$ cat src/sha1_pkg.sv
package sha1_pkg;

    typedef struct packed {
        logic [31:0] a;
        logic [31:0] b;
        logic [31:0] c;
        logic [31:0] d;
        logic [31:0] e;
    } sha1_vars_t;

    typedef struct packed {
        logic       load_byte;
        logic       next_word;
        logic [7:0] byte_val;
    } sha1_sched_ctl_t;

    localparam sha1_vars_t SHA1_IV = '{
        a: 32'h67452301,
        b: 32'hEFCDAB89,
        c: 32'h98BADCFE,
        d: 32'h10325476,
        e: 32'hC3D2E1F0
    };

    // round function groups, 20 rounds each
    localparam logic [1:0] PH_CH   = 2'd0;
    localparam logic [1:0] PH_PAR1 = 2'd1;
    localparam logic [1:0] PH_MAJ  = 2'd2;
    localparam logic [1:0] PH_PAR2 = 2'd3;

    localparam logic [31:0] K_CH   = 32'h5a827999;
    localparam logic [31:0] K_PAR1 = 32'h6ed9eba1;
    localparam logic [31:0] K_MAJ  = 32'h8f1bbcdc;
    localparam logic [31:0] K_PAR2 = 32'hca62c1d6;

    localparam logic [7:0] PAD_MARK = 8'h80;

endpackage

$ cat src/sha1_sched.sv
module sha1_sched (
    input  logic                      clk,
    input  sha1_pkg::sha1_sched_ctl_t ctl,
    output logic [31:0]               w
);
    import sha1_pkg::*;

    // word k of the window sits at bits [511-32k -: 32]; word 0 is the oldest
    logic [511:0] win_reg;
    logic [511:0] win_next;
    logic [31:0]  mix;
    logic [31:0]  new_word;

    assign mix      = win_reg[95:64] ^ win_reg[255:224] ^ win_reg[447:416] ^ win_reg[511:480];
    assign new_word = {mix[30:0], mix[31]};
    assign w        = win_reg[511:480];

    always_comb
    begin
        win_next = win_reg;
        if (ctl.load_byte)
        begin
            win_next = {win_reg[503:0], ctl.byte_val};
        end
        else if (ctl.next_word)
        begin
            // advance one word and append the next schedule word
            win_next = {win_reg[479:0], new_word};
        end
    end

    always_ff @(posedge clk)
    begin
        win_reg <= win_next;
    end

endmodule

$ cat src/sha1_round.sv
module sha1_round (
    input  sha1_pkg::sha1_vars_t cur,
    input  logic [31:0]          w,
    input  logic [1:0]           phase,
    output sha1_pkg::sha1_vars_t nxt
);
    import sha1_pkg::*;

    logic [31:0] f;
    logic [31:0] k;
    logic [31:0] t;

    always_comb
    begin
        case (phase)
            PH_CH:
            begin
                f = (cur.b & cur.c) | (~cur.b & cur.d);
                k = K_CH;
            end
            PH_PAR1:
            begin
                f = cur.b ^ cur.c ^ cur.d;
                k = K_PAR1;
            end
            PH_MAJ:
            begin
                f = (cur.b & cur.c) | (cur.b & cur.d) | (cur.c & cur.d);
                k = K_MAJ;
            end
            default:
            begin
                f = cur.b ^ cur.c ^ cur.d;
                k = K_PAR2;
            end
        endcase
    end

    assign t = {cur.a[26:0], cur.a[31:27]} + f + cur.e + w + k;

    always_comb
    begin
        nxt.a = t;
        nxt.b = cur.a;
        nxt.c = {cur.b[1:0], cur.b[31:2]};
        nxt.d = cur.c;
        nxt.e = cur.d;
    end

endmodule

$ cat src/sha1_hash_engine_core.sv
// SHA-1 engine taking one message byte per input beat. A beat with tuser set
// carries a byte; tlast ends the message, and the 160-bit digest comes out as
// one output beat. The 64th byte of a block starts the compression: 80 rounds
// through the one round unit, then a fold; tready stays low through both. A
// tlast beat then loads padding and the length one byte per cycle up to the
// block end and compresses again; one extra block is needed when fewer than
// nine bytes are free. The final fold also holds while an earlier digest is
// still unread. The digest waits in an output register, so the next message
// may start meanwhile.
module sha1_hash_engine_core (
    input  logic         clk,
    input  logic         rst_n,
    input  logic         s_tvalid,
    output logic         s_tready,
    input  logic [7:0]   s_tdata,   // [7:0] data_byte
    input  logic         s_tuser,   // [0] has_byte
    input  logic         s_tlast,   // last
    output logic         m_tvalid,
    input  logic         m_tready,
    output logic [159:0] m_tdata    // hash_word0 .. hash_word4, 32 bits each
);
    import sha1_pkg::*;

    localparam logic [1:0] ST_IDLE  = 2'd0;
    localparam logic [1:0] ST_PAD   = 2'd1;
    localparam logic [1:0] ST_ROUND = 2'd2;
    localparam logic [1:0] ST_FOLD  = 2'd3;

    localparam logic [6:0] LAST_ROUND = 7'd79;

    logic [1:0]   state_reg, state_next;
    logic [6:0]   cnt_reg, cnt_next;
    logic [5:0]   pos_reg, pos_next;
    logic [63:0]  bits_reg, bits_next;
    sha1_vars_t   chain_reg, chain_next;
    sha1_vars_t   vars_reg, vars_next;
    logic         pend_pad_reg, pend_pad_next;
    logic         pad_first_reg, pad_first_next;
    logic         len_ok_reg, len_ok_next;
    logic         final_reg, final_next;
    logic         out_valid_reg, out_valid_next;
    logic [159:0] out_data_reg, out_data_next;

    logic            accept;
    logic            out_free;
    logic            pad_len_eff;
    logic [7:0]      pad_byte;
    logic [7:0][7:0] len_bytes;
    logic [1:0]      phase;
    logic [31:0]     w;
    sha1_vars_t      round_out;
    sha1_vars_t      fold_sum;
    sha1_sched_ctl_t sched_ctl;

    assign s_tready = (state_reg == ST_IDLE);
    assign accept   = s_tvalid && s_tready;
    assign out_free = !out_valid_reg || m_tready;
    assign m_tvalid = out_valid_reg;
    assign m_tdata  = out_data_reg;

    // length goes in only where the marker byte left room for all eight bytes
    assign pad_len_eff = pad_first_reg ? (pos_reg <= 6'd55) : len_ok_reg;
    assign len_bytes   = bits_reg;

    always_comb
    begin
        if (pad_first_reg)
        begin
            pad_byte = PAD_MARK;
        end
        else if (pad_len_eff && (pos_reg >= 6'd56))
        begin
            pad_byte = len_bytes[3'd7 - pos_reg[2:0]];
        end
        else
        begin
            pad_byte = 8'h00;
        end
    end

    always_comb
    begin
        if (cnt_reg < 7'd20)
        begin
            phase = PH_CH;
        end
        else if (cnt_reg < 7'd40)
        begin
            phase = PH_PAR1;
        end
        else if (cnt_reg < 7'd60)
        begin
            phase = PH_MAJ;
        end
        else
        begin
            phase = PH_PAR2;
        end
    end

    always_comb
    begin
        sched_ctl.load_byte = (accept && s_tuser) || (state_reg == ST_PAD);
        sched_ctl.next_word = (state_reg == ST_ROUND);
        sched_ctl.byte_val  = (state_reg == ST_PAD) ? pad_byte : s_tdata;
    end

    sha1_sched u_sched (
        .clk (clk),
        .ctl (sched_ctl),
        .w   (w)
    );

    sha1_round u_round (
        .cur   (vars_reg),
        .w     (w),
        .phase (phase),
        .nxt   (round_out)
    );

    always_comb
    begin
        fold_sum.a = chain_reg.a + vars_reg.a;
        fold_sum.b = chain_reg.b + vars_reg.b;
        fold_sum.c = chain_reg.c + vars_reg.c;
        fold_sum.d = chain_reg.d + vars_reg.d;
        fold_sum.e = chain_reg.e + vars_reg.e;
    end

    always_comb
    begin
        state_next     = state_reg;
        cnt_next       = cnt_reg;
        pos_next       = pos_reg;
        bits_next      = bits_reg;
        chain_next     = chain_reg;
        vars_next      = vars_reg;
        pend_pad_next  = pend_pad_reg;
        pad_first_next = pad_first_reg;
        len_ok_next    = len_ok_reg;
        final_next     = final_reg;
        out_valid_next = out_valid_reg && !m_tready;
        out_data_next  = out_data_reg;

        case (state_reg)
            ST_IDLE:
            begin
                if (accept)
                begin
                    pad_first_next = 1'b1;
                    if (s_tuser)
                    begin
                        bits_next = bits_reg + 64'd8;
                        pos_next  = pos_reg + 6'd1;
                    end
                    if (s_tuser && (pos_reg == 6'd63))
                    begin
                        state_next    = ST_ROUND;
                        cnt_next      = '0;
                        vars_next     = chain_reg;
                        pend_pad_next = s_tlast;
                        final_next    = 1'b0;
                    end
                    else if (s_tlast)
                    begin
                        state_next = ST_PAD;
                    end
                end
            end
            ST_PAD:
            begin
                pos_next       = pos_reg + 6'd1;
                pad_first_next = 1'b0;
                len_ok_next    = pad_len_eff;
                if (pos_reg == 6'd63)
                begin
                    state_next    = ST_ROUND;
                    cnt_next      = '0;
                    vars_next     = chain_reg;
                    final_next    = pad_len_eff;
                    pend_pad_next = !pad_len_eff;
                    // the extra block carries the length
                    len_ok_next   = 1'b1;
                end
            end
            ST_ROUND:
            begin
                vars_next = round_out;
                cnt_next  = cnt_reg + 7'd1;
                if (cnt_reg == LAST_ROUND)
                begin
                    state_next = ST_FOLD;
                end
            end
            default:
            begin
                if (final_reg)
                begin
                    // hold until the output register is free
                    if (out_free)
                    begin
                        out_valid_next = 1'b1;
                        out_data_next  = {fold_sum.e, fold_sum.d, fold_sum.c,
                                          fold_sum.b, fold_sum.a};
                        chain_next     = SHA1_IV;
                        bits_next      = '0;
                        final_next     = 1'b0;
                        state_next     = ST_IDLE;
                    end
                end
                else
                begin
                    chain_next    = fold_sum;
                    pend_pad_next = 1'b0;
                    state_next    = pend_pad_reg ? ST_PAD : ST_IDLE;
                end
            end
        endcase
    end

    always_ff @(posedge clk or negedge rst_n)
    begin
        if (!rst_n)
        begin
            state_reg     <= ST_IDLE;
            cnt_reg       <= '0;
            pos_reg       <= '0;
            bits_reg      <= '0;
            chain_reg     <= SHA1_IV;
            pend_pad_reg  <= 1'b0;
            pad_first_reg <= 1'b0;
            len_ok_reg    <= 1'b0;
            final_reg     <= 1'b0;
            out_valid_reg <= 1'b0;
        end
        else
        begin
            state_reg     <= state_next;
            cnt_reg       <= cnt_next;
            pos_reg       <= pos_next;
            bits_reg      <= bits_next;
            chain_reg     <= chain_next;
            pend_pad_reg  <= pend_pad_next;
            pad_first_reg <= pad_first_next;
            len_ok_reg    <= len_ok_next;
            final_reg     <= final_next;
            out_valid_reg <= out_valid_next;
        end
    end

    always_ff @(posedge clk)
    begin
        vars_reg     <= vars_next;
        out_data_reg <= out_data_next;
    end

    a_round_limit: assert property (@(posedge clk) disable iff (!rst_n)
        (state_reg == ST_ROUND) |-> (cnt_reg <= LAST_ROUND))
        else $error("round counter past last round");

    a_round_to_fold: assert property (@(posedge clk) disable iff (!rst_n)
        (state_reg == ST_ROUND && cnt_reg == LAST_ROUND) |=> (state_reg == ST_FOLD))
        else $error("compression did not end in fold");

    a_block_full: assert property (@(posedge clk) disable iff (!rst_n)
        (state_reg == ST_PAD && pos_reg == 6'd63) |=>
            (state_reg == ST_ROUND && cnt_reg == 7'd0 && pos_reg == 6'd0))
        else $error("full padded block did not start compression");

    a_digest_out: assert property (@(posedge clk) disable iff (!rst_n)
        (state_reg == ST_FOLD && final_reg && out_free) |=>
            (m_tvalid && chain_reg == SHA1_IV && bits_reg == 64'd0 && s_tready))
        else $error("digest delivery did not restart the chain");

endmodule

$ cat config.mk
export PLATFORM = sky130hd
export DESIGN_NAME = sha1_hash_engine_core
export DESIGN_NICKNAME = d
export VERILOG_FILES = /design/src/sha1_pkg.sv /design/src/sha1_sched.sv /design/src/sha1_round.sv /design/src/sha1_hash_engine_core.sv
export SDC_FILE = /design/constraint.sdc
export NUM_CORES = 2
export LEC_CHECK = 0
export BUFFER_PORTS_ARGS = -buffer_cell sky130_fd_sc_hd__buf_2
export CAP_MARGIN = 20
export CORE_MARGIN = 2
export CORE_UTILIZATION = 50
export DETAILED_ROUTE_END_ITERATION = 8
export PLACE_DENSITY = 0.66
export SYNTH_ARGS = -nofsm -noshare
export SYNTH_HDL_FRONTEND = slang
export SYNTH_HIERARCHICAL = 1
export SYNTH_SLANG_ARGS = --single-unit
$ cat constraint.sdc
create_clock -name clk -period 11.6 [get_ports clk]
set_input_delay 1.74 -clock clk [delete_from_list [all_inputs] [get_ports clk]]
set_output_delay 1.74 -clock clk [all_outputs]
set_load 0.01 [all_outputs]
-- Word-level counts from Yosys, hierarchy flattened
Cells that the tools add are included.
- add/subtract/negate cells: 13
- $mul: 0
- div/mod/pow operators: 0
- order comparisons: 6
- eq/ne operators: 15
- shift operators: 0
- muxes and demuxes: 57
- bitwise logic cells: 16
- reductions and logical operators: 28
- operator list (cell ; number):
    $mux W512 ; 2
    $mux W160 ; 5
    $pmux W160 S3 ; 1
    $add A32 B32 Y32 ; 9
    $mux W64 ; 4
    $xor A32 B32 Y32 ; 5
    $and A32 B32 Y32 ; 4
    $pmux W64 S2 ; 1
    $or A32 B32 Y32 ; 3
    $pmux W32 S3 ; 1
    $add A64 B4 Y64 const B ; 1
    $pmux W32 S2 ; 1
    $mux W8 ; 4
    $not A32 Y32 ; 1
    $bmux W8 S3 ; 1
    $mux W7 ; 3
    $pmux W7 S3 ; 1
    $mux W2 ; 9
    $mux W1 ; 17
    $reduce_and A5 Y1 ; 3
    $lt A7 B6 Y1 const B ; 2
    $mux W6 ; 2
    $ne A2 B1 Y1 const B ; 6
    $pmux W6 S2 ; 1
    other kinds (29) ; 48
- flip-flop bits (word level): 1076
- latch bits: 0
- bits in writable memories: 0
- ROM bits: 0
- input port bits: 14
- output and inout port bits: 162
- word-level logic and storage cells: 156
- memories: 0

-- Logic depth before layout (Yosys ltp)
- word-level depth: 11
- mapped depth: 26
- mapped depth without buffers: 24

-- Modules after synthesis
Netlist, hierarchy kept.
- modules (own cells, without submodules) (module ; times used ; cells each ; area an instance (um^2) ; sequential area each (um^2)):
    sha1_hash_engine_core ; 1 ; 2440 ; 29503.3 ; 15740.1
    sha1_sched ; 1 ; 1246 ; 23251.0 ; 15374.7
    sha1_round ; 1 ; 899 ; 6911.6 ; 0.0

-- Least setup slack after synthesis
Ideal clock, no wire load.
- kind: input to register
- start point: input port s_tvalid
- end point: register u_sched.win_reg[0] (enable)
- library setup time: 0.666 ns
- data arrival time: 8.595 ns
- required time: 10.934 ns
- path slack: 2.338 ns
- stages: 7
- path buffers: 4
- path through: buf_2 nand3_1 nand2_1 buf_4 buf_6 buf_6 or2_2
- RTL lines (element ; line ; RTL):
    from (decl) ; sha1_hash_engine_core.sv:13 ; input logic s_tvalid,
    to (signal assigned) ; sha1_sched.sv:34 ; win_reg <= win_next;
    to (decl) ; sha1_sched.sv:9 ; logic [511:0] win_reg;

==> qor.yml <==
run:
  maxCapViolCount: 0
route:
  dr.pass1.iters: 6
  totalWireLength_mm: 149
  vias_per_cell: 5.78
  drt_iter0_markers: 3120
  ant_nets: 0
  num_vias: 35989
  drc: 0
  wl_per_cell_um: 23.9
floorplan:
  rows: 126
  ios: 176
  dieArea_mm2: 0.122
  core-area_mm2: 0.118
  die_h_um: 349
  die_w_um: 349
  start_util: 0.505
pwr:
  swShare: 0.201
  irDropWorstVdd_mv: 0.133
  internal_power_w: 0.00632
  p_switching_w: 0.00158
  power_per_cell_area_mw_per_mm2: 122
  fin_total_pwr_w: 0.00790
  p_leak_nw: 27.1
  power_frac_seq: 0.519
  combPwrFrac: 0.003
  pwr-share-clk: 0.479
global_route:
  grt_max_degree: 209
  grt_use_total: 0.242
  grt_pass1_wl_mm: 222
  grt_pass1_vias: 35380
  antenna_found_initial: 8
  grt-ovfl-total: 0
placement:
  dp_hpwl_mm: 108
  portBuffers: 175
  pre_cts_slack_ns: 4.90
  globalplace.congestion: 0.976
timing:
  hold_violations: 0
  tightest_slew_ns: 1.17
  layout_setup_ws_ns: 4.77
  min_period_ns: 6.83
  slew_violations: 0
  rsz0062_at_grt: "no"
  finalCritPeriodShare: 0.589
  timing.fmax_mhz: 146
  finalClockSkew_ns: 0.0537
  maxSlewHeadroom: 0.217
  finalSetupViolations: 0
  fin_setup_tns_ns: 0
cts:
  cts_buffers: 113
  root_buffer: "clkbuf_16"
  clkLatencyLatePin_ns: 0.77
  cts_tree: "done"
  htreeDepth: 3
  cts-resized-gates: 0
  clk_pin_slew_ns: 0.06
  numClockSinks: 1073
  cts_setup_buffers: 0
  cts.path.max_buffers: 3
  cts.hold.buffers_added: 0
layout:
  largest_reg_flops: 512
  finalNetCount: 4924
  fillCellCount: 9946
  drive_gt1_frac: 0.214
  syn_to_final_growth_pct: 8.16
  seq_area_mm2: 0.0311
  fin_util: 0.546
  multi_input_area_mm2: 0.0252
setup_path:
  cp.required_ns: 12.08
  start_kind: "flip-flop"
  r2r_cells: 23
  crit_fanout: 34
  path_cells: "inv_1 -> maj3_1 -> a221o_1 -> inv_1 -> ha_1 -> buf_4 -> nor2_1 -> inv_1 -> buf_4 -> o221ai_1 -> fa_1 -> inv_1 -> fa_1 -> inv_1 -> ha_1 -> nand3_1 -> nor2_1 -> a21o_2 -> a2111oi_4 -> o41ai_1 -> a31oi_1 -> xnor2_1 -> mux2_2"
  cp_slowest_cell: "o41ai_1"
  crit_buf_inv: 7
  critPathKind: "reg -> reg"
  path_delay_family: "adder cells"
  cp_slowest_stage_delay_ns: 0.64
  cp_common_cell: "inv_1"
  crit_arrival_ns: 7.31
  worst-path-stages: 23
  end_kind: "flip-flop"
synthesis:
  synth.distinct_cells: 96
  synth_area_leaders: "edfxtp_1, dfrtp_1, mux2_2, ha_1, fa_1"
  synth_simple_gate_area_frac: 0.0571
  synth_compound_area_frac: 0.0944
  yosysTopAreaCell: "edfxtp_1"
  syn_area_per_cell_um2: 13.0
  ys_dominant_reg_cell: "edfxtp_1"
  postSynthCellCount: 4585
  synth_top_area_frac: 0.419
  synth_xor_area_frac: 0.0494
  ys_ff_latch: 1073
  seq_area_frac_synth: 0.521
  synth_top_family_by_area: "multiplexers"
  synth_fa_ha_area_frac: 0.0847
  yosys_warnings: 6
  async_reset_ff_frac: 0.225
  synth.net_count: 4927
  syn_area_mm2: 0.0597
  synth_edf_count: 832
  yosys-mux-area-fraction: 0.135
hold_path:
  holdPathStages: 2
  hold_class: "reg -> reg"
run_status:
  outcome: "complete, no violations"
## worst register-to-register path, stage by stage (launching register included)
cell and delay [ns]:
dfrtp_1 0.36, inv_1 0.10, maj3_1 0.36, a221o_1 0.40
inv_1 0.11, ha_1 0.15, buf_4 0.36, nor2_1 0.18
inv_1 0.41, buf_4 0.34, o221ai_1 0.18, fa_1 0.56
inv_1 0.06, fa_1 0.50, inv_1 0.04, ha_1 0.36
nand3_1 0.14, nor2_1 0.29, a21o_2 0.26, a2111oi_4 0.10
o41ai_1 0.64, a31oi_1 0.21, xnor2_1 0.16, mux2_2 0.26
## cells in the mapped netlist, drive strengths merged (105+ instances only)
master	instances
mux2	641
nand2	276
buf	239
xnor2	231
nor2	179
inv	320
o21ai	181
fa	125
dfrtp	161
a21oi	190
ha	203
edfxtp	832
xor2	105
## cell families after synthesis
family,after synthesis
buffers and inverters,639
AOI/OAI and AO/OA,813
adders and majority gates,329
DFF,1073
muxes,666
xor gates and xnor gates,336
and+or+nand+nor,729
## worst paths after layout
kind,startpoint,endpoint,slack [ns]
worst max-delay path,cnt_reg[5],vars_reg[150],4.77
worst min-delay path,chain_reg[96],chain_reg[96],0.47
worst max register to register,cnt_reg[5],vars_reg[150],4.77
worst min register to register,chain_reg[96],chain_reg[96],0.47
max in group asynchronous,rst_n,bits_reg[49],9.15
min in group asynchronous,rst_n,chain_reg[117],1.08
## layout make-up
type                       count  area share
antenna                        5    0.000194
clock buffer                 141      0.0469
clock inverter                74      0.0138
inverter                     320      0.0186
multi-input combinational   2873       0.390
sequential                  1073       0.482
tap                         1536      0.0298
timing repair buffer         201      0.0182
## layer usage
layer,global-route usage,routed length [µm]
met4,0.100,6430
met5,0,13
met3,0.0397,8300
met1,0.327,64100
met2,0.387,69800
## cell usage in the layout (no fill, tap or decap), drive strengths merged, types with 62 or more instances in the layout
cell    synthesis  final
fa            125    125
buf           239    201
a21oi         190    190
clkbuf         80    141
nor2          179    179
o21ai         181    181
dfrtp         161    161
a22o           69     69
nand3          62     62
ha            203    203
xnor2         231    231
mux2          641    641
dfstp          80     80
inv           320    322
a21o           69     69
edfxtp        832    832
o22a           72     72
nand2         276    276
xor2          105    105
## power groups by stage
stage / clock network, W / logic, W / registers (W)
after global routing: 0.00402 / 0.0000262 / 0.00410
final: 0.00378 / 0.0000228 / 0.00410
after global placement: 0 / 0.0000243 / 0.00418
after CTS: 0.00387 / 0.0000243 / 0.00410
after detailed placement: 0 / 0.0000242 / 0.00418
after floorplan: 0 / 0.000000881 / 0.00418
## metrics by stage
step,cell area (µm²),instances,hold WS (ns)
after floorplan,59700,4585,0.434
after CTS,64500,6217,0.470
after global placement,60600,6002,0.451
after global routing,64500,6218,0.501
final,64500,6223,0.467
after detailed placement,60600,6002,0.455
No activity file was read; power rests on OpenSTA's default activity.
